<file path="config.mk">
export PLATFORM = sky130hd
export DESIGN_NAME = udp_frame_filter
export DESIGN_NICKNAME = d
export VERILOG_FILES = /design/src/design/udp_ff_pkg.sv /design/src/design/udp_frame_filter.sv /design/src/design/udp_ff_capture.sv /design/src/design/udp_ff_judge.sv
export SDC_FILE = /design/constraint.sdc
export NUM_CORES = 1
export LEC_CHECK = 0
export ABC_CLOCK_PERIOD_IN_PS = 8000
export BUFFER_PORTS_ARGS = -buffer_cell sky130_fd_sc_hd__buf_2
export CORE_ASPECT_RATIO = 1.1
export CORE_MARGIN = 3
export CORE_UTILIZATION = 45
export CTS_CLUSTER_DIAMETER = 50
export DETAILED_ROUTE_END_ITERATION = 8
export PLACE_DENSITY = 0.65
export SYNTH_ARGS = -nofsm -noshare
export SYNTH_HDL_FRONTEND = slang
export SYNTH_SLANG_ARGS = --single-unit
</file>
<file path="constraint.sdc">
create_clock -name i_clk -period 8 [get_ports i_clk]
set_input_delay 0.8 -clock i_clk [delete_from_list [all_inputs] [get_ports i_clk]]
set_output_delay 0.8 -clock i_clk [all_outputs]
set_load 0.01 [all_outputs]
</file>
<file path="src/design/udp_ff_pkg.sv">
// Shared constants, codes and types of the UDP frame filter.
package udp_ff_pkg;

    localparam int MAX_FRAME_BYTES_DEF = 65536;

    // Width used when frame length and header ends are compared.
    localparam int CMP_W = 18;

    localparam logic [15:0] TPID_VLAN  = 16'h8100;
    localparam logic [15:0] ETYPE_IPV4 = 16'h0800;
    localparam logic [7:0]  PROTO_UDP  = 8'd17;
    localparam logic [3:0]  IPV4_VER   = 4'd4;

    localparam logic [4:0] ETH_END  = 5'd14;
    localparam logic [4:0] VLAN_END = 5'd18;
    localparam logic [5:0] IPV4_MIN = 6'd20;
    localparam logic [5:0] UDP_HDR  = 6'd8;

    localparam logic [2:0] RSN_OK        = 3'd0;
    localparam logic [2:0] RSN_SHORT     = 3'd1;
    localparam logic [2:0] RSN_NOT_IPV4  = 3'd2;
    localparam logic [2:0] RSN_BAD_HDR   = 3'd3;
    localparam logic [2:0] RSN_NOT_UDP   = 3'd4;
    localparam logic [2:0] RSN_BAD_LEN   = 3'd5;
    localparam logic [2:0] RSN_PORT      = 3'd6;
    localparam logic [2:0] RSN_PEER      = 3'd7;

    localparam logic [1:0] CFG_MATCH_PORT  = 2'd0;
    localparam logic [1:0] CFG_PEER_ENABLE = 2'd1;
    localparam logic [1:0] CFG_PEER_ADDR   = 2'd2;
    localparam logic [1:0] CFG_HASH_PAYLD  = 2'd3;

    typedef struct packed {
        logic [15:0] match_port;
        logic        peer_filter_enable;
        logic [31:0] peer_address;
        logic        hash_payload_only;
    } t_cfg;

    typedef struct packed {
        logic [15:0] outer_type;
        logic [15:0] inner_type;
        logic [7:0]  version_ihl;
        logic [7:0]  protocol;
        logic [15:0] total_length;
        logic [31:0] src_addr;
        logic [31:0] dst_addr;
        logic [15:0] udp_sport;
        logic [15:0] udp_dport;
    } t_frame;

endpackage

</file>
<file path="src/design/udp_frame_filter.sv">
// Top level of the UDP frame filter: configuration registers and the two stages.
// Throughput: one frame byte per cycle while o_in_stall is low, with no gap between frames.
// The last byte passes the input register, the frame capture register and the result
// register before its verdict is valid.
// Input stall rises only when a verdict waits on a stalled output with another behind it.
// Reset is synchronous, active low; it clears configuration, frame state and valids at once.
module udp_frame_filter
    import udp_ff_pkg::*;
#(
    parameter int MAX_FRAME_BYTES = MAX_FRAME_BYTES_DEF
) (
    input  logic        i_clk,
    input  logic        i_rst_n,
    input  logic        i_cfg_we,
    input  logic [1:0]  i_cfg_index,
    input  logic [31:0] i_cfg_data,
    input  logic        i_in_valid,
    output logic        o_in_stall,
    input  logic [7:0]  i_frame_byte,
    input  logic        i_last_byte,
    output logic        o_out_valid,
    input  logic        i_out_stall,
    output logic        o_frame_accepted,
    output logic [2:0]  o_reject_reason,
    output logic        o_toward_server,
    output logic [31:0] o_source_address,
    output logic [31:0] o_dest_address,
    output logic [15:0] o_source_port,
    output logic [15:0] o_dest_port,
    output logic [15:0] o_ip_length,
    output logic [6:0]  o_window_offset,
    output logic [15:0] o_window_length
);

    localparam int POS_W = $clog2(MAX_FRAME_BYTES + 1);

    t_cfg             r_cfg;
    logic             snap_valid;
    logic             snap_ready;
    t_frame           snap;
    logic [POS_W-1:0] snap_pos;

    always_ff @(posedge i_clk) begin
        if (!i_rst_n) begin
            r_cfg <= '0;
        end else if (i_cfg_we) begin
            case (i_cfg_index)
                CFG_MATCH_PORT:  r_cfg.match_port         <= i_cfg_data[15:0];
                CFG_PEER_ENABLE: r_cfg.peer_filter_enable <= i_cfg_data[0];
                CFG_PEER_ADDR:   r_cfg.peer_address       <= i_cfg_data;
                CFG_HASH_PAYLD:  r_cfg.hash_payload_only  <= i_cfg_data[0];
                default: begin
                    r_cfg <= r_cfg;
                end
            endcase
        end
    end

    udp_ff_capture #(
        .MAX_FRAME_BYTES (MAX_FRAME_BYTES),
        .POS_W           (POS_W)
    ) u_capture (
        .i_clk        (i_clk),
        .i_rst_n      (i_rst_n),
        .i_in_valid   (i_in_valid),
        .o_in_stall   (o_in_stall),
        .i_frame_byte (i_frame_byte),
        .i_last_byte  (i_last_byte),
        .o_snap_valid (snap_valid),
        .i_snap_ready (snap_ready),
        .o_snap       (snap),
        .o_snap_pos   (snap_pos)
    );

    udp_ff_judge #(
        .POS_W (POS_W)
    ) u_judge (
        .i_clk            (i_clk),
        .i_rst_n          (i_rst_n),
        .i_cfg            (r_cfg),
        .i_snap_valid     (snap_valid),
        .o_snap_ready     (snap_ready),
        .i_snap           (snap),
        .i_snap_pos       (snap_pos),
        .o_out_valid      (o_out_valid),
        .i_out_stall      (i_out_stall),
        .o_frame_accepted (o_frame_accepted),
        .o_reject_reason  (o_reject_reason),
        .o_toward_server  (o_toward_server),
        .o_source_address (o_source_address),
        .o_dest_address   (o_dest_address),
        .o_source_port    (o_source_port),
        .o_dest_port      (o_dest_port),
        .o_ip_length      (o_ip_length),
        .o_window_offset  (o_window_offset),
        .o_window_length  (o_window_length)
    );

endmodule

</file>
<file path="src/design/udp_ff_capture.sv">
// Input register and header field capture; hands a finished frame to the judge.
module udp_ff_capture
    import udp_ff_pkg::*;
#(
    parameter int MAX_FRAME_BYTES = MAX_FRAME_BYTES_DEF,
    parameter int POS_W           = $clog2(MAX_FRAME_BYTES + 1)
) (
    input  logic             i_clk,
    input  logic             i_rst_n,
    input  logic             i_in_valid,
    output logic             o_in_stall,
    input  logic [7:0]       i_frame_byte,
    input  logic             i_last_byte,
    output logic             o_snap_valid,
    input  logic             i_snap_ready,
    output t_frame           o_snap,
    output logic [POS_W-1:0] o_snap_pos
);

    logic             r_a_valid;
    logic [7:0]       r_a_byte;
    logic             r_a_last;

    t_frame           r_st;
    t_frame           n_st;
    logic [POS_W-1:0] r_pos;
    logic [POS_W-1:0] n_pos;

    logic             r_s_valid;
    t_frame           r_snap;
    logic [POS_W-1:0] r_snap_pos;

    logic             a_ready;
    logic             s_ready;
    logic             consume;
    logic [4:0]       base;
    logic [5:0]       hlen;
    logic [POS_W-1:0] rel;
    logic [POS_W-1:0] hlen_p;

    assign s_ready = !r_s_valid || i_snap_ready;
    assign consume = r_a_valid && (!r_a_last || s_ready);
    assign a_ready = !r_a_valid || consume;

    assign base   = (r_st.outer_type == TPID_VLAN) ? VLAN_END : ETH_END;
    assign hlen   = {r_st.version_ihl[3:0], 2'b00};
    assign rel    = r_pos - POS_W'(base);
    assign hlen_p = POS_W'(hlen);

    always_comb begin
        n_st  = r_st;
        n_pos = r_pos;
        if (r_pos < POS_W'(MAX_FRAME_BYTES)) begin
            n_pos = r_pos + POS_W'(1);
            if (r_pos == POS_W'(12)) n_st.outer_type[15:8] = r_a_byte;
            if (r_pos == POS_W'(13)) n_st.outer_type[7:0]  = r_a_byte;
            if (r_pos == POS_W'(16)) n_st.inner_type[15:8] = r_a_byte;
            if (r_pos == POS_W'(17)) n_st.inner_type[7:0]  = r_a_byte;
            // The outer type is complete before the IP header can start.
            if (r_pos >= POS_W'(base)) begin
                if (rel == POS_W'(0))  n_st.version_ihl         = r_a_byte;
                if (rel == POS_W'(2))  n_st.total_length[15:8]  = r_a_byte;
                if (rel == POS_W'(3))  n_st.total_length[7:0]   = r_a_byte;
                if (rel == POS_W'(9))  n_st.protocol            = r_a_byte;
                if (rel == POS_W'(12)) n_st.src_addr[31:24]     = r_a_byte;
                if (rel == POS_W'(13)) n_st.src_addr[23:16]     = r_a_byte;
                if (rel == POS_W'(14)) n_st.src_addr[15:8]      = r_a_byte;
                if (rel == POS_W'(15)) n_st.src_addr[7:0]       = r_a_byte;
                if (rel == POS_W'(16)) n_st.dst_addr[31:24]     = r_a_byte;
                if (rel == POS_W'(17)) n_st.dst_addr[23:16]     = r_a_byte;
                if (rel == POS_W'(18)) n_st.dst_addr[15:8]      = r_a_byte;
                if (rel == POS_W'(19)) n_st.dst_addr[7:0]       = r_a_byte;
                // The UDP header never overlaps the first IP header byte.
                if (rel != POS_W'(0)) begin
                    if (rel == hlen_p)              n_st.udp_sport[15:8] = r_a_byte;
                    if (rel == hlen_p + POS_W'(1))  n_st.udp_sport[7:0]  = r_a_byte;
                    if (rel == hlen_p + POS_W'(2))  n_st.udp_dport[15:8] = r_a_byte;
                    if (rel == hlen_p + POS_W'(3))  n_st.udp_dport[7:0]  = r_a_byte;
                end
            end
        end
    end

    always_ff @(posedge i_clk) begin
        if (!i_rst_n) begin
            r_a_valid <= 1'b0;
            r_s_valid <= 1'b0;
            r_st      <= '0;
            r_pos     <= '0;
        end else begin
            if (a_ready) begin
                r_a_valid <= i_in_valid;
            end
            if (s_ready) begin
                r_s_valid <= consume && r_a_last;
            end
            if (consume) begin
                if (r_a_last) begin
                    r_st  <= '0;
                    r_pos <= '0;
                end else begin
                    r_st  <= n_st;
                    r_pos <= n_pos;
                end
            end
        end
    end

    always_ff @(posedge i_clk) begin
        if (a_ready) begin
            r_a_byte <= i_frame_byte;
            r_a_last <= i_last_byte;
        end
        if (consume && r_a_last) begin
            r_snap     <= n_st;
            r_snap_pos <= n_pos;
        end
    end

    assign o_in_stall   = !a_ready;
    assign o_snap_valid = r_s_valid;
    assign o_snap       = r_snap;
    assign o_snap_pos   = r_snap_pos;

    a_pos_bound: assert property (@(posedge i_clk) disable iff (!i_rst_n)
        r_pos <= POS_W'(MAX_FRAME_BYTES))
        else $error("byte position beyond frame limit");

    a_pos_clear: assert property (@(posedge i_clk) disable iff (!i_rst_n)
        (consume && r_a_last) |=> (r_pos == '0 && r_s_valid))
        else $error("frame state not cleared after last byte");

endmodule

</file>
<file path="src/design/udp_ff_judge.sv">
// Verdict logic and result register of the UDP frame filter.
module udp_ff_judge
    import udp_ff_pkg::*;
#(
    parameter int POS_W = $clog2(MAX_FRAME_BYTES_DEF + 1)
) (
    input  logic             i_clk,
    input  logic             i_rst_n,
    input  t_cfg             i_cfg,
    input  logic             i_snap_valid,
    output logic             o_snap_ready,
    input  t_frame           i_snap,
    input  logic [POS_W-1:0] i_snap_pos,
    output logic             o_out_valid,
    input  logic             i_out_stall,
    output logic             o_frame_accepted,
    output logic [2:0]       o_reject_reason,
    output logic             o_toward_server,
    output logic [31:0]      o_source_address,
    output logic [31:0]      o_dest_address,
    output logic [15:0]      o_source_port,
    output logic [15:0]      o_dest_port,
    output logic [15:0]      o_ip_length,
    output logic [6:0]       o_window_offset,
    output logic [15:0]      o_window_length
);

    logic              r_valid;
    logic              r_accepted;
    logic [2:0]        r_reason;
    logic              r_toward;
    logic [31:0]       r_src_addr;
    logic [31:0]       r_dst_addr;
    logic [15:0]       r_sport;
    logic [15:0]       r_dport;
    logic [15:0]       r_ip_len;
    logic [6:0]        r_win_off;
    logic [15:0]       r_win_len;

    logic              res_ready;
    logic [CMP_W-1:0]  n_len;
    logic [4:0]        eth;
    logic [15:0]       etype;
    logic [5:0]        hlen;
    logic [2:0]        reason;
    logic              ok;

    assign res_ready = !r_valid || !i_out_stall;
    assign n_len     = CMP_W'(i_snap_pos);
    assign hlen      = {i_snap.version_ihl[3:0], 2'b00};

    always_comb begin
        eth   = ETH_END;
        etype = i_snap.outer_type;
        // A tag is only honored when the frame reaches past it.
        if (i_snap.outer_type == TPID_VLAN && n_len >= CMP_W'(VLAN_END)) begin
            eth   = VLAN_END;
            etype = i_snap.inner_type;
        end

        if (n_len < CMP_W'(ETH_END)) begin
            reason = RSN_SHORT;
        end else if (etype != ETYPE_IPV4) begin
            reason = RSN_NOT_IPV4;
        end else if (n_len < CMP_W'(eth) + CMP_W'(IPV4_MIN)) begin
            reason = RSN_SHORT;
        end else if (i_snap.version_ihl[7:4] != IPV4_VER || hlen < IPV4_MIN) begin
            reason = RSN_BAD_HDR;
        end else if (n_len < CMP_W'(eth) + CMP_W'(hlen) + CMP_W'(UDP_HDR)) begin
            reason = RSN_SHORT;
        end else if (i_snap.protocol != PROTO_UDP) begin
            reason = RSN_NOT_UDP;
        end else if (CMP_W'(i_snap.total_length) < CMP_W'(hlen) + CMP_W'(UDP_HDR) ||
                     CMP_W'(eth) + CMP_W'(i_snap.total_length) > n_len) begin
            reason = RSN_BAD_LEN;
        end else if (i_snap.udp_sport != i_cfg.match_port &&
                     i_snap.udp_dport != i_cfg.match_port) begin
            reason = RSN_PORT;
        end else if (i_cfg.peer_filter_enable &&
                     i_cfg.peer_address != i_snap.src_addr &&
                     i_cfg.peer_address != i_snap.dst_addr) begin
            reason = RSN_PEER;
        end else begin
            reason = RSN_OK;
        end
    end

    assign ok = (reason == RSN_OK);

    always_ff @(posedge i_clk) begin
        if (!i_rst_n) begin
            r_valid <= 1'b0;
        end else if (res_ready) begin
            r_valid <= i_snap_valid;
        end
    end

    // A rejected item carries only its reason; every other field is zero.
    always_ff @(posedge i_clk) begin
        if (res_ready) begin
            r_accepted <= ok;
            r_reason   <= reason;
            r_toward   <= ok && (i_snap.udp_dport == i_cfg.match_port);
            r_src_addr <= ok ? i_snap.src_addr : 32'd0;
            r_dst_addr <= ok ? i_snap.dst_addr : 32'd0;
            r_sport    <= ok ? i_snap.udp_sport : 16'd0;
            r_dport    <= ok ? i_snap.udp_dport : 16'd0;
            r_ip_len   <= ok ? i_snap.total_length : 16'd0;
            if (!ok) begin
                r_win_off <= 7'd0;
                r_win_len <= 16'd0;
            end else if (i_cfg.hash_payload_only) begin
                r_win_off <= 7'(eth) + 7'(hlen) + 7'(UDP_HDR);
                r_win_len <= i_snap.total_length - 16'(hlen) - 16'(UDP_HDR);
            end else begin
                r_win_off <= 7'(eth);
                r_win_len <= i_snap.total_length;
            end
        end
    end

    assign o_snap_ready     = res_ready;
    assign o_out_valid      = r_valid;
    assign o_frame_accepted = r_accepted;
    assign o_reject_reason  = r_reason;
    assign o_toward_server  = r_toward;
    assign o_source_address = r_src_addr;
    assign o_dest_address   = r_dst_addr;
    assign o_source_port    = r_sport;
    assign o_dest_port      = r_dport;
    assign o_ip_length      = r_ip_len;
    assign o_window_offset  = r_win_off;
    assign o_window_length  = r_win_len;

    a_accept_ok: assert property (@(posedge i_clk) disable iff (!i_rst_n)
        r_valid |-> (r_accepted == (r_reason == RSN_OK)))
        else $error("accept flag disagrees with reject reason");

    a_reject_zero: assert property (@(posedge i_clk) disable iff (!i_rst_n)
        (r_valid && !r_accepted) |->
        (!r_toward && r_src_addr == 32'd0 && r_dst_addr == 32'd0 &&
         r_sport == 16'd0 && r_dport == 16'd0 && r_ip_len == 16'd0 &&
         r_win_off == 7'd0 && r_win_len == 16'd0))
        else $error("rejected item carries nonzero fields");

    a_snap_move: assert property (@(posedge i_clk) disable iff (!i_rst_n)
        (i_snap_valid && res_ready) |=> r_valid)
        else $error("frame verdict lost on the way to the result register");

endmodule

</file>
; Word level (Yosys, flattened, before mapping)
; Index checks and enable logic that the tools add are counted.
[word_totals]
reg_bits = 556
latch_bits = 0
ramBits = 0
romBits = 0
output_inout_bits = 142
elab_cells = 163
mem_count = 0
[op_classes]
n_addsub = 14
mul = 0
div = 0
n_lt_le_gt_ge = 9
eq_ne = 32
shifts = 0
n_mux = 40
bitwise = 0
n_reduce_logical = 28
[op_table]
columns = operator, n
row1 = $mux W160, 2
row2 = $mux W8, 20
row3 = $mux W128, 1
row4 = $eq A17 B4 Y1 const B, 7
row5 = $eq A17 B5 Y1 const B, 6
row6 = $ne A32 B32 Y1, 2
row7 = $eq A17 B17 Y1, 3
row8 = $lt A17 B18 Y1, 2
row9 = $eq A17 B2 Y1 const B, 2
row10 = $mux W17, 2
row11 = $eq A16 B16 Y1 const B, 2
row12 = $mux W16, 2
row13 = $mux W32, 1
row14 = $ne A16 B16 Y1, 2
row15 = $mux W3, 9
row16 = $add A18 B4 Y18 const B, 1
row17 = $gt A18 B17 Y1, 1
row18 = $lt A16 B18 Y1, 1
row19 = $add A17 B1 Y17 const B, 1
row20 = $add A5 B16 Y17, 1
row21 = $eq A17 B6 Y1, 1
row22 = $ge A17 B5 Y1, 1
row23 = $ge A17 B5 Y1 const B, 1
row24 = $logic_not A17 Y1, 1
row25 = 26 further kinds, 51

; Logic depth before layout (Yosys ltp)
; Gate-level depths: netlist of run 1.
[logic_depth]
ltp_word = 15
depth_mapped = 22

; By module
; Synthesis of run 1 repeated with hierarchy kept, for this count alone.
[unflattened]
hier_cells = 2237
hier_area_um2 = 25859.8
[by_module_without_submodules]
columns = module, instances, cells_each, area_per_inst_um2, seq_area_each_um2
row1 = udp_ff_capture, 1, 1309, 15592.5, 9168.8
row2 = udp_ff_judge, 1, 727, 8316.7, 4134.0
row3 = udp_frame_filter, 1, 201, 1950.6, 1001.0

; Worst setup path before layout of run 1
; No wires, ideal clock.
[synth_timing]
kind = input-to-reg
startpoint = input port i_out_stall
endpoint = register u_capture.r_snap, in the netlist u_capture.o_snap[0], enable pin
arrival_ns = 4.872
t_required_ns = 7.472
setup_slack_ns = 2.599
stages = 5
n_path_buf = 1
cell_sequence = nand4_1 > and2_1 > nand2_1 > clkbuf_1 > inv_1
[synth_via]
elab_chain_len = 6
[synth_lines]
columns = element, line_no
row1 = start: declaration, udp_frame_filter.sv:22  ; input logic i_out_stall,
row2 = $logic_not A1 Y1, udp_ff_judge.sv:48  ; assign res_ready = !r_valid || !i_out_stall;
row3 = $logic_or A1 B1 Y1, udp_ff_judge.sv:48
row4 = $logic_or A1 B1 Y1, udp_ff_capture.sv:41  ; assign s_ready = !r_s_valid || i_snap_ready;
row5 = $logic_or A1 B1 Y1, udp_ff_capture.sv:42  ; assign consume = r_a_valid && (!r_a_last || s_ready);
row6 = $logic_and A1 B1 Y1, udp_ff_capture.sv:42
row7 = $logic_and A1 B1 Y1, udp_ff_capture.sv:114  ; if (consume && r_a_last) begin
row8 = end signal: assignment, udp_ff_capture.sv:115  ; r_snap <= n_st;
row9 = end: declaration, udp_ff_capture.sv:30  ; t_frame r_snap;
; Every way passes these cells.
; A chain may end at the register's enable or synchronous reset.

; Worst setup path in the final report of run 1
[layout_timing]
startpoint = register u_capture.r_snap_pos[11] (netlist: u_capture.o_snap_pos[11])
endpoint = register u_judge.r_dport[4] (netlist: u_judge.o_dest_port[4]) (data pin)
[layout_via]
elab_chain_len = 14
word_cells_on_any_way = 22
cone_classes = add/sub (4) / order compare (5) / eq/ne (1) / mux (9) / reduce/logical (3)
[layout_lines]
columns = element, line_no
row1 = start: declaration, udp_ff_capture.sv:31  ; logic [POS_W-1:0] r_snap_pos;
row2 = start signal: assignment, udp_ff_capture.sv:116  ; r_snap_pos <= n_pos;
row3 = branches (longest 12 deep; another with $add A18 B4 Y18), --
row4 = $mux W3 (*), udp_ff_judge.sv:61  ; if (n_len < CMP_W'(ETH_END)) begin
row5 = $logic_not A3 Y1 (*), udp_ff_judge.sv:88  ; assign ok = (reason == RSN_OK);
row6 = end signal: assignment, udp_ff_judge.sv:107  ; r_dport <= ok ? i_snap.udp_dport : 16'd0;
row7 = end: declaration, udp_ff_judge.sv:35  ; logic [15:0] r_dport;
; Every way passes the cells marked *.

==> flow_metrics.env, run 1 <==
export IMPL_root_buffer="clkbuf_16"
export IMPL_synth_nets=2324
export IMPL_worstSetupEndpointType="register"
export IMPL_setup_tns_ns=0
export IMPL_cts_hold_buf=0
export IMPL_pwr_share_seq_pct=49.5
export IMPL_cts_sinks=553
export IMPL_fin_crit_sh_pct=71.31
export IMPL_cts_setup_buffers=0
export IMPL_ys_top_cells_by_area="edfxtp_1 37%, dfxtp_1 18%, mux2_2 6.6%, xnor2_1 3.5%, and2_1 3.1%"
export IMPL_dp_slack_ns=2.248
export IMPL_io_pins=190
export IMPL_rsz0062_at_grt="no"
export IMPL_powerDensity_nw_per_um2=209.7
export IMPL_hold_viol=0
export IMPL_finalPower_w=0.006184
export IMPL_ys_seq_area_share_pct=54.94
export IMPL_reg2reg_slack_ns=2.30
export IMPL_finalNetCount=2433
export IMPL_ir_worst_vdd_mv=0.1538
export IMPL_rr_worst_depth=19
export IMPL_synth_cells=2213
export IMPL_fin_util_pct=51.99
export IMPL_slew_headroom_pct=23.86
export IMPL_synth_top_cell_by_area="edfxtp_1"
export IMPL_dpl_hpwl_um=44220
export IMPL_p_switching_w=0.001366
export IMPL_hp_class="in -> reg"
export IMPL_r2r_start="u_capture.o_snap_pos[11]"
export IMPL_pwr_share_comb_pct=3.8
export IMPL_htree_levels=2
export IMPL_place_congestion=0.8810
export IMPL_drive_gt1_share_pct=21.31
export IMPL_netlist_area_leader_share_pct=37.25
export IMPL_gr_usage_all_layers_pct=21.27
export IMPL_crit_slowest_cell="o2111a_4"
export IMPL_antenna_found_initial=0
export IMPL_slowest_delay_ns=0.88
export IMPL_grt_max_degree=136
export IMPL_final_cell_area_um2=29480
export IMPL_vias_per_cell=5.676
export IMPL_dr_total_vias=17705
export IMPL_worstSkewPairLatency_ns=0.63
export IMPL_grt_pass1_wl_um=103000
export IMPL_synth_warnings=0
export IMPL_cts_tree="built"
export IMPL_wl_per_cell_um=21.40
export IMPL_initialDrtViolationCount=1498
export IMPL_start_util_pct=45.92
export IMPL_p_leak_nw=11.40
export IMPL_clkTransAtPathRegs_ns=0.06
export IMPL_synthTopCellsByCount="323 x edfxtp_1, 230 x dfxtp_1, 153 x mux2_2"
export IMPL_yosysUniqueCellTypes=80
export IMPL_path_buf_inv=1
export IMPL_fin_skew_ns=0.02922
export IMPL_critical_path_class="reg -> reg"
export IMPL_ant_nets=0
export IMPL_worst_ep_required_time_ns=8.49
export IMPL_die_h_um=258.3
export IMPL_die_area_um2=60780
export IMPL_die_width_um=235.3
export IMPL_path_delay_family="simple AND/OR/NAND/NOR gates"
export IMPL_path_cells="nor4_1, nand4_1, o21ai_0, or2_2, inv_1, fa_1, nor2b_1, o21ai_0, nand2b_1, nand3_1, nor2_1, nand4_1, xnor2_1, ha_1, nand3_1, or3_1, nor3_1, o2111a_4, and2_1"
export IMPL_p_int_w=0.004818
export IMPL_coreArea_um2=56700
export IMPL_min_delay_start="i_last_byte"
export IMPL_synth_ff_type="edfxtp_1"
export IMPL_worstReg2RegEnd="u_judge.o_dest_port[4]"
export IMPL_setup_violations_final=0
export IMPL_fin_ws_ns=2.295
export IMPL_crit_fanout=133
export IMPL_status="complete, no violations"
export IMPL_drc=0
export IMPL_synthArstFlopShare_pct=0
export IMPL_drtPass1Iterations=5
export IMPL_io_buffer_count=188
export IMPL_whs_path_depth=1
export IMPL_cts_resized=0
export IMPL_ys_ff_latch=553
export IMPL_cts_inserted_buffers=60
export IMPL_grt_pass1_vias=17416
export IMPL_yosys_cell_count_top_type="edfxtp_1"
export IMPL_sw_frac_of_total_pct=22.09
export IMPL_max_freq_mhz=175.3
export IMPL_maxSlewViolCount=0
export IMPL_start_kind="register"
export IMPL_rows=91
export IMPL_syn_area_um2=26040
export IMPL_place_area_um2=27380
export IMPL_p_clk_share_pct=46.7
export IMPL_areaGrowthSynthToFinish_pct=13.23
export IMPL_min_to="u_capture.r_a_last"
export IMPL_cts_path_max_buffers=3
export IMPL_tightest_slew_ns=1.130
export IMPL_grt_ovfl_total=0
export IMPL_synth_edf_count=323
export IMPL_cp_arrival_ns=6.20
export IMPL_synth_area_per_cell_um2=11.77
export IMPL_totalWireLength_um=66740
export IMPL_min_period_ns=5.705
export IMPL_drv_cap=0
routing by layer:
layer / global-route usage, % / routed length, um
met5: 0 / 0
met4: 5.663 / 1557
met3: 3.054 / 3051
met2: 37.20 / 33320
met1: 27.80 / 28810
power groups by stage:
stage | Sequential, W | Clock [W] | Combinational (W)
after CTS | 0.00306 | 0.00295 | 0.000234
after global routing | 0.00306 | 0.00307 | 0.000253
after global placement | 0.00312 | 0 | 0.000228
final | 0.00306 | 0.00289 | 0.000233
after floorplan | 0.00312 | 0 | 0.000143
after detailed placement | 0.00312 | 0 | 0.000233
cells in the final DEF (no fill, tap or decap), drive strengths merged, types with 35 or more instances in the layout:
master,synthesis,routed
nand4b,57,57
xor2,40,40
xnor2,104,104
nor2b,55,55
dfxtp,230,230
nor2,35,35
a22oi,42,42
ha,59,59
mux2,161,161
edfxtp,323,323
nand3,152,152
inv,58,66
o211ai,73,73
nand2,147,147
a22o,42,42
and2,130,130
buf,37,210
a21boi,92,92
clkbuf,124,78
how the worst max path moves through the flow:
| stage | startpoint | to | slack (ns) | cells after the start |
|---|---|---|---|---|
| 2_1_floorplan | i_out_stall | u_capture.o_snap[0] | 2.60 | 5 |
| 3_3_place_gp | u_capture.o_snap_pos[11] | u_judge.o_window_offset[3] | 2.48 | 19 |
| 3_5_place_dp | u_capture.o_snap_pos[11] | u_judge.o_window_offset[6] | 2.25 | 19 |
| 4_1_cts | u_capture.o_snap_pos[11] | u_judge.o_window_offset[6] | 2.22 | 19 |
| 5_1_grt | u_capture.o_snap_pos[11] | u_judge.o_window_offset[6] | 1.74 | 19 |
| 6_report | u_capture.o_snap_pos[11] | u_judge.o_dest_port[4] | 2.30 | 19 |
worst reg2reg max path, delay by kind of cell (launching register included):
family	cells	cell delay, ns
xor gates and xnor gates	1	0.17
AOI/OAI and AO/OA	3	1.16
buffers and inverters	1	0.16
adders and majority gates	2	0.73
and+or+nand+nor	12	2.98
DFF	1	0.39
registers in the layout, indices dropped and copies added (netlist names), 16 cells and up:
name                      count
u_judge.o_window_length      16
u_judge.o_source_address     32
u_capture.o_snap_pos         17
u_judge.o_dest_address       32
u_capture.r_pos              17
u_judge.o_dest_port          16
u_judge.o_source_port        16
u_capture.o_snap            160
r_cfg                        50
u_capture.r_st              156
metrics by stage:
stage / hold slack [ns] / cells
2_1_floorplan: 0.4369 / 2213
6_report: 0.3414 / 3119
5_1_grt: 0.3161 / 3118
3_3_place_gp: 0.4476 / 3004
3_5_place_dp: 0.4566 / 3004
4_1_cts: 0.2990 / 3118
kinds of logic after synthesis:
group                    after synthesis  share of synthesized area (%)
XOR/XNOR                             145                          4.935
AND/OR/NAND/NOR                      705                          15.32
multiplexers                         166                          7.271
AO/OA/AOI/OAI                        358                          10.71
buffers and inverters                222                          3.672
adder cells (fa/ha/maj)               63                          3.143
flip-flops                           553                          54.94
other                                  1                        0.01440
cell type report:
class | instances | area [um2]
Tap cell | 744 | 930.9
Antenna cell | 1 | 2.502
Clock buffer | 78 | 1670
Fill cell | 4945 | 27220
Multi-Input combinational cell | 1438 | 10810
Inverter | 59 | 226.5
Clock inverter | 36 | 425.4
Timing Repair Buffer | 210 | 1112
Sequential cell | 553 | 14300
Power figures use the tool's default switching activity.
==> run 2, diff against run 1 <==
--- a/config.mk
+++ b/config.mk
@@ -5,14 +5,14 @@
 export SDC_FILE = /design/constraint.sdc
 export NUM_CORES = 1
 export LEC_CHECK = 0
-export ABC_CLOCK_PERIOD_IN_PS = 8000
+export ABC_CLOCK_PERIOD_IN_PS = 4900
 export BUFFER_PORTS_ARGS = -buffer_cell sky130_fd_sc_hd__buf_2
 export CORE_ASPECT_RATIO = 1.1
 export CORE_MARGIN = 3
 export CORE_UTILIZATION = 45
 export CTS_CLUSTER_DIAMETER = 50
 export DETAILED_ROUTE_END_ITERATION = 8
-export PLACE_DENSITY = 0.65
+export PLACE_DENSITY = 0.68
 export SYNTH_ARGS = -nofsm -noshare
 export SYNTH_HDL_FRONTEND = slang
 export SYNTH_SLANG_ARGS = --single-unit
==> constraint.sdc (replaced) <==
create_clock -name i_clk -period 4.9 [get_ports i_clk]
set_input_delay 0.49 -clock i_clk [delete_from_list [all_inputs] [get_ports i_clk]]
set_output_delay 0.49 -clock i_clk [all_outputs]
set_load 0.01 [all_outputs]
==> run 2 against run 1 <==
Against the previous run: wire length is 2.5% higher; final area grew 1.6%; via count is 1.6% higher; final cell count rose by 1.5%; total power up 61%; sequential power rose by 63%; worst setup slack lost 2.1 ns.
==> flow_metrics.env, run 2 (synthesis gave the netlist of run 1 again) <==
export IMPL_grt_ovfl_total=0
export IMPL_final_cells=3165
export IMPL_die_width_um=235.3
export IMPL_grt_pass1_wl_um=103700
export IMPL_gr_usage_all_layers_pct=21.57
export IMPL_worstSetupStartpoint="u_capture.o_snap_pos[8]"
export IMPL_tightest_slew_ns=1.017
export IMPL_layout_common_cells="323 x edfxtp_1, 230 x dfxtp_1, 187 x buf_2"
export IMPL_areaGrowthSynthToFinish_pct=15.05
export IMPL_final_common_cell="edfxtp_1"
export IMPL_min_period_ns=4.751
export IMPL_slew_headroom_pct=32.21
export IMPL_grt_pass1_vias=17699
export IMPL_powerDensity_nw_per_um2=332.3
export IMPL_cts_inserted_buffers=61
export IMPL_min_delay_start="i_frame_byte[3]"
export IMPL_cts_tree="built"
export IMPL_worstSkewPairLatency_ns=0.65
export IMPL_p_leak_nw=11.62
export IMPL_dpl_hpwl_um=44550
export IMPL_start_util_pct=45.92
export IMPL_fill_cells=4865
export IMPL_finalNetCount=2478
export IMPL_crit_fanout=22
export IMPL_cts_sinks=553
export IMPL_place_congestion=0.8845
export IMPL_largest_reg_flops=160
export IMPL_setup_tns_ns=0
export IMPL_hp_class="in -> reg"
export IMPL_die_h_um=258.3
export IMPL_crit_slowest_cell="edfxtp_1"
export IMPL_totalWireLength_um=68420
export IMPL_htree_levels=2
export IMPL_hold_viol=0
export IMPL_maxSlewViolCount=0
export IMPL_status="complete, no violations"
export IMPL_antenna_found_initial=1
export IMPL_use_met1_pct=28.07
export IMPL_ir_worst_vdd_mv=0.2760
export IMPL_initialDrtViolationCount=1628
export IMPL_drtPass1Iterations=5
export IMPL_multi_input_area_um2=10870
export IMPL_busiest_layer="met2"
export IMPL_root_buffer="clkbuf_16"
export IMPL_drv_cap=0
export IMPL_drc=0
export IMPL_use_met2_pct=35.79
export IMPL_grt_max_degree=156
export IMPL_rows=91
export IMPL_r2r_start="u_capture.o_snap_pos[8]"
export IMPL_coreArea_um2=56700
export IMPL_fin_util_pct=52.83
export IMPL_cts_path_max_buffers=3
export IMPL_setup_violations_final=0
export IMPL_start_kind="register"
export IMPL_worst_ep_required_time_ns=5.29
export IMPL_seqCellArea_um2=14300
export IMPL_max_freq_mhz=210.5
export IMPL_path_delay_family="compound AO/OA/AOI/OAI gates"
export IMPL_cp_arrival_ns=5.15
export IMPL_io_pins=190
export IMPL_post_place_cells=3034
export IMPL_slowest_delay_ns=0.43
export IMPL_dr_total_vias=17990
export IMPL_path_cells="nor4_4, nand4_1, o21ai_1, or2_4, inv_1, buf_4, ha_1, a21o_1, a21oi_2, xnor2_2, nand2_2, nor3_1, a211o_1, a22oi_1, ha_1, a21o_1, a21oi_1, o211ai_1, and4_4, o2111a_4, buf_4, buf_16, and2_1"
export IMPL_path_buf_inv=4
export IMPL_worstSetupEndpointType="register"
export IMPL_clkTransAtPathRegs_ns=0.06
export IMPL_vias_per_cell=5.684
export IMPL_fin_skew_ns=0.04127
export IMPL_fin_crit_sh_pct=96.96
export IMPL_die_area_um2=60780
export IMPL_drive_gt1_share_pct=22.89
export IMPL_critical_path_class="reg -> reg"
export IMPL_wl_per_cell_um=21.62
export IMPL_met3_usage_pct=3.533
export IMPL_ant_nets=0
export IMPL_io_buffer_count=188
[run 2: cell types whose count changed in the layout (fill, tap and decap cells not counted), moves of 3 or more]
| cell | previous run | this run |
|---|---|---|
| buf_4 | 22 | 52 |
| clkbuf_1 | 9 | 20 |
| buf_12 | 0 | 6 |
| clkbuf_16 | 61 | 66 |
| bufinv_16 | 7 | 3 |
| clkbuf_8 | 8 | 4 |
| clkinv_1 | 7 | 4 |
| dlygate4sd3_1 | 0 | 3 |
| inv_8 | 4 | 1 |
[run 2: path summary, 6_finish.rpt]
check,endpoint,slack (ns),depth (start not counted)
min,u_capture.r_a_byte[3],0.04,1
min reg2reg,u_capture.r_st[6],0.47,2
max,u_judge.o_source_address[19],0.15,23
max reg2reg,u_judge.o_source_address[19],0.15,23
[run 2: layout make-up]
cell class / count / area share [%]
clock buffer: 87 / 5.697
antenna: 1 / 0.008354
tap: 744 / 3.108
inverter: 59 / 0.7518
clock inverter: 29 / 1.044
timing repair buffer: 254 / 5.346
sequential: 553 / 47.75
multi-input combinational: 1438 / 36.29
[run 2: per-stage QoR]
| step | total power [W] | setup slack, ns | hold slack, ns | area, um2 |
|---|---|---|---|---|
| 6_report | 0.009955 | 0.1488 | 0.03862 | 29960 |
| 5_1_grt | 0.01026 | -0.08223 | 0.005512 | 29950 |
| 4_1_cts | 0.01002 | 0.03710 | 0.0004607 | 29710 |
| 3_5_place_dp | 0.005492 | -0.01250 | 0.4588 | 27650 |
| 3_3_place_gp | 0.005481 | 0.1652 | 0.4475 | 27650 |
| 2_1_floorplan | 0.005327 | 0.2020 | 0.4369 | 26040 |
[run 2: timing repair]
item | 4_1_cts | 5_1_grt
gates cloned | 0 | 4
endpoints found under the setup margin | 1 | 137
pin swaps | 0 | 11
hold endpoints to repair | 3 | 0
hold buffers | 3 | 0
gates resized for setup | 1 | 21
setup buffers | 0 | 7
[run 2: where the power goes]
part | leakage, nW | internal [W] | switching (W) | total, W
registers | 5.38 | 0.00494 | 0.0000588 | 0.00500
clock network | 0.983 | 0.00262 | 0.00194 | 0.00456
logic | 5.25 | 0.000133 | 0.000264 | 0.000397
[run 2: layer usage]
metal	vias to the layer above	share of wire [%]
met5	-	0.019
met4	2	4.1
met3	161	5.8
met2	600	49
met1	8787	42
li1	8440	-
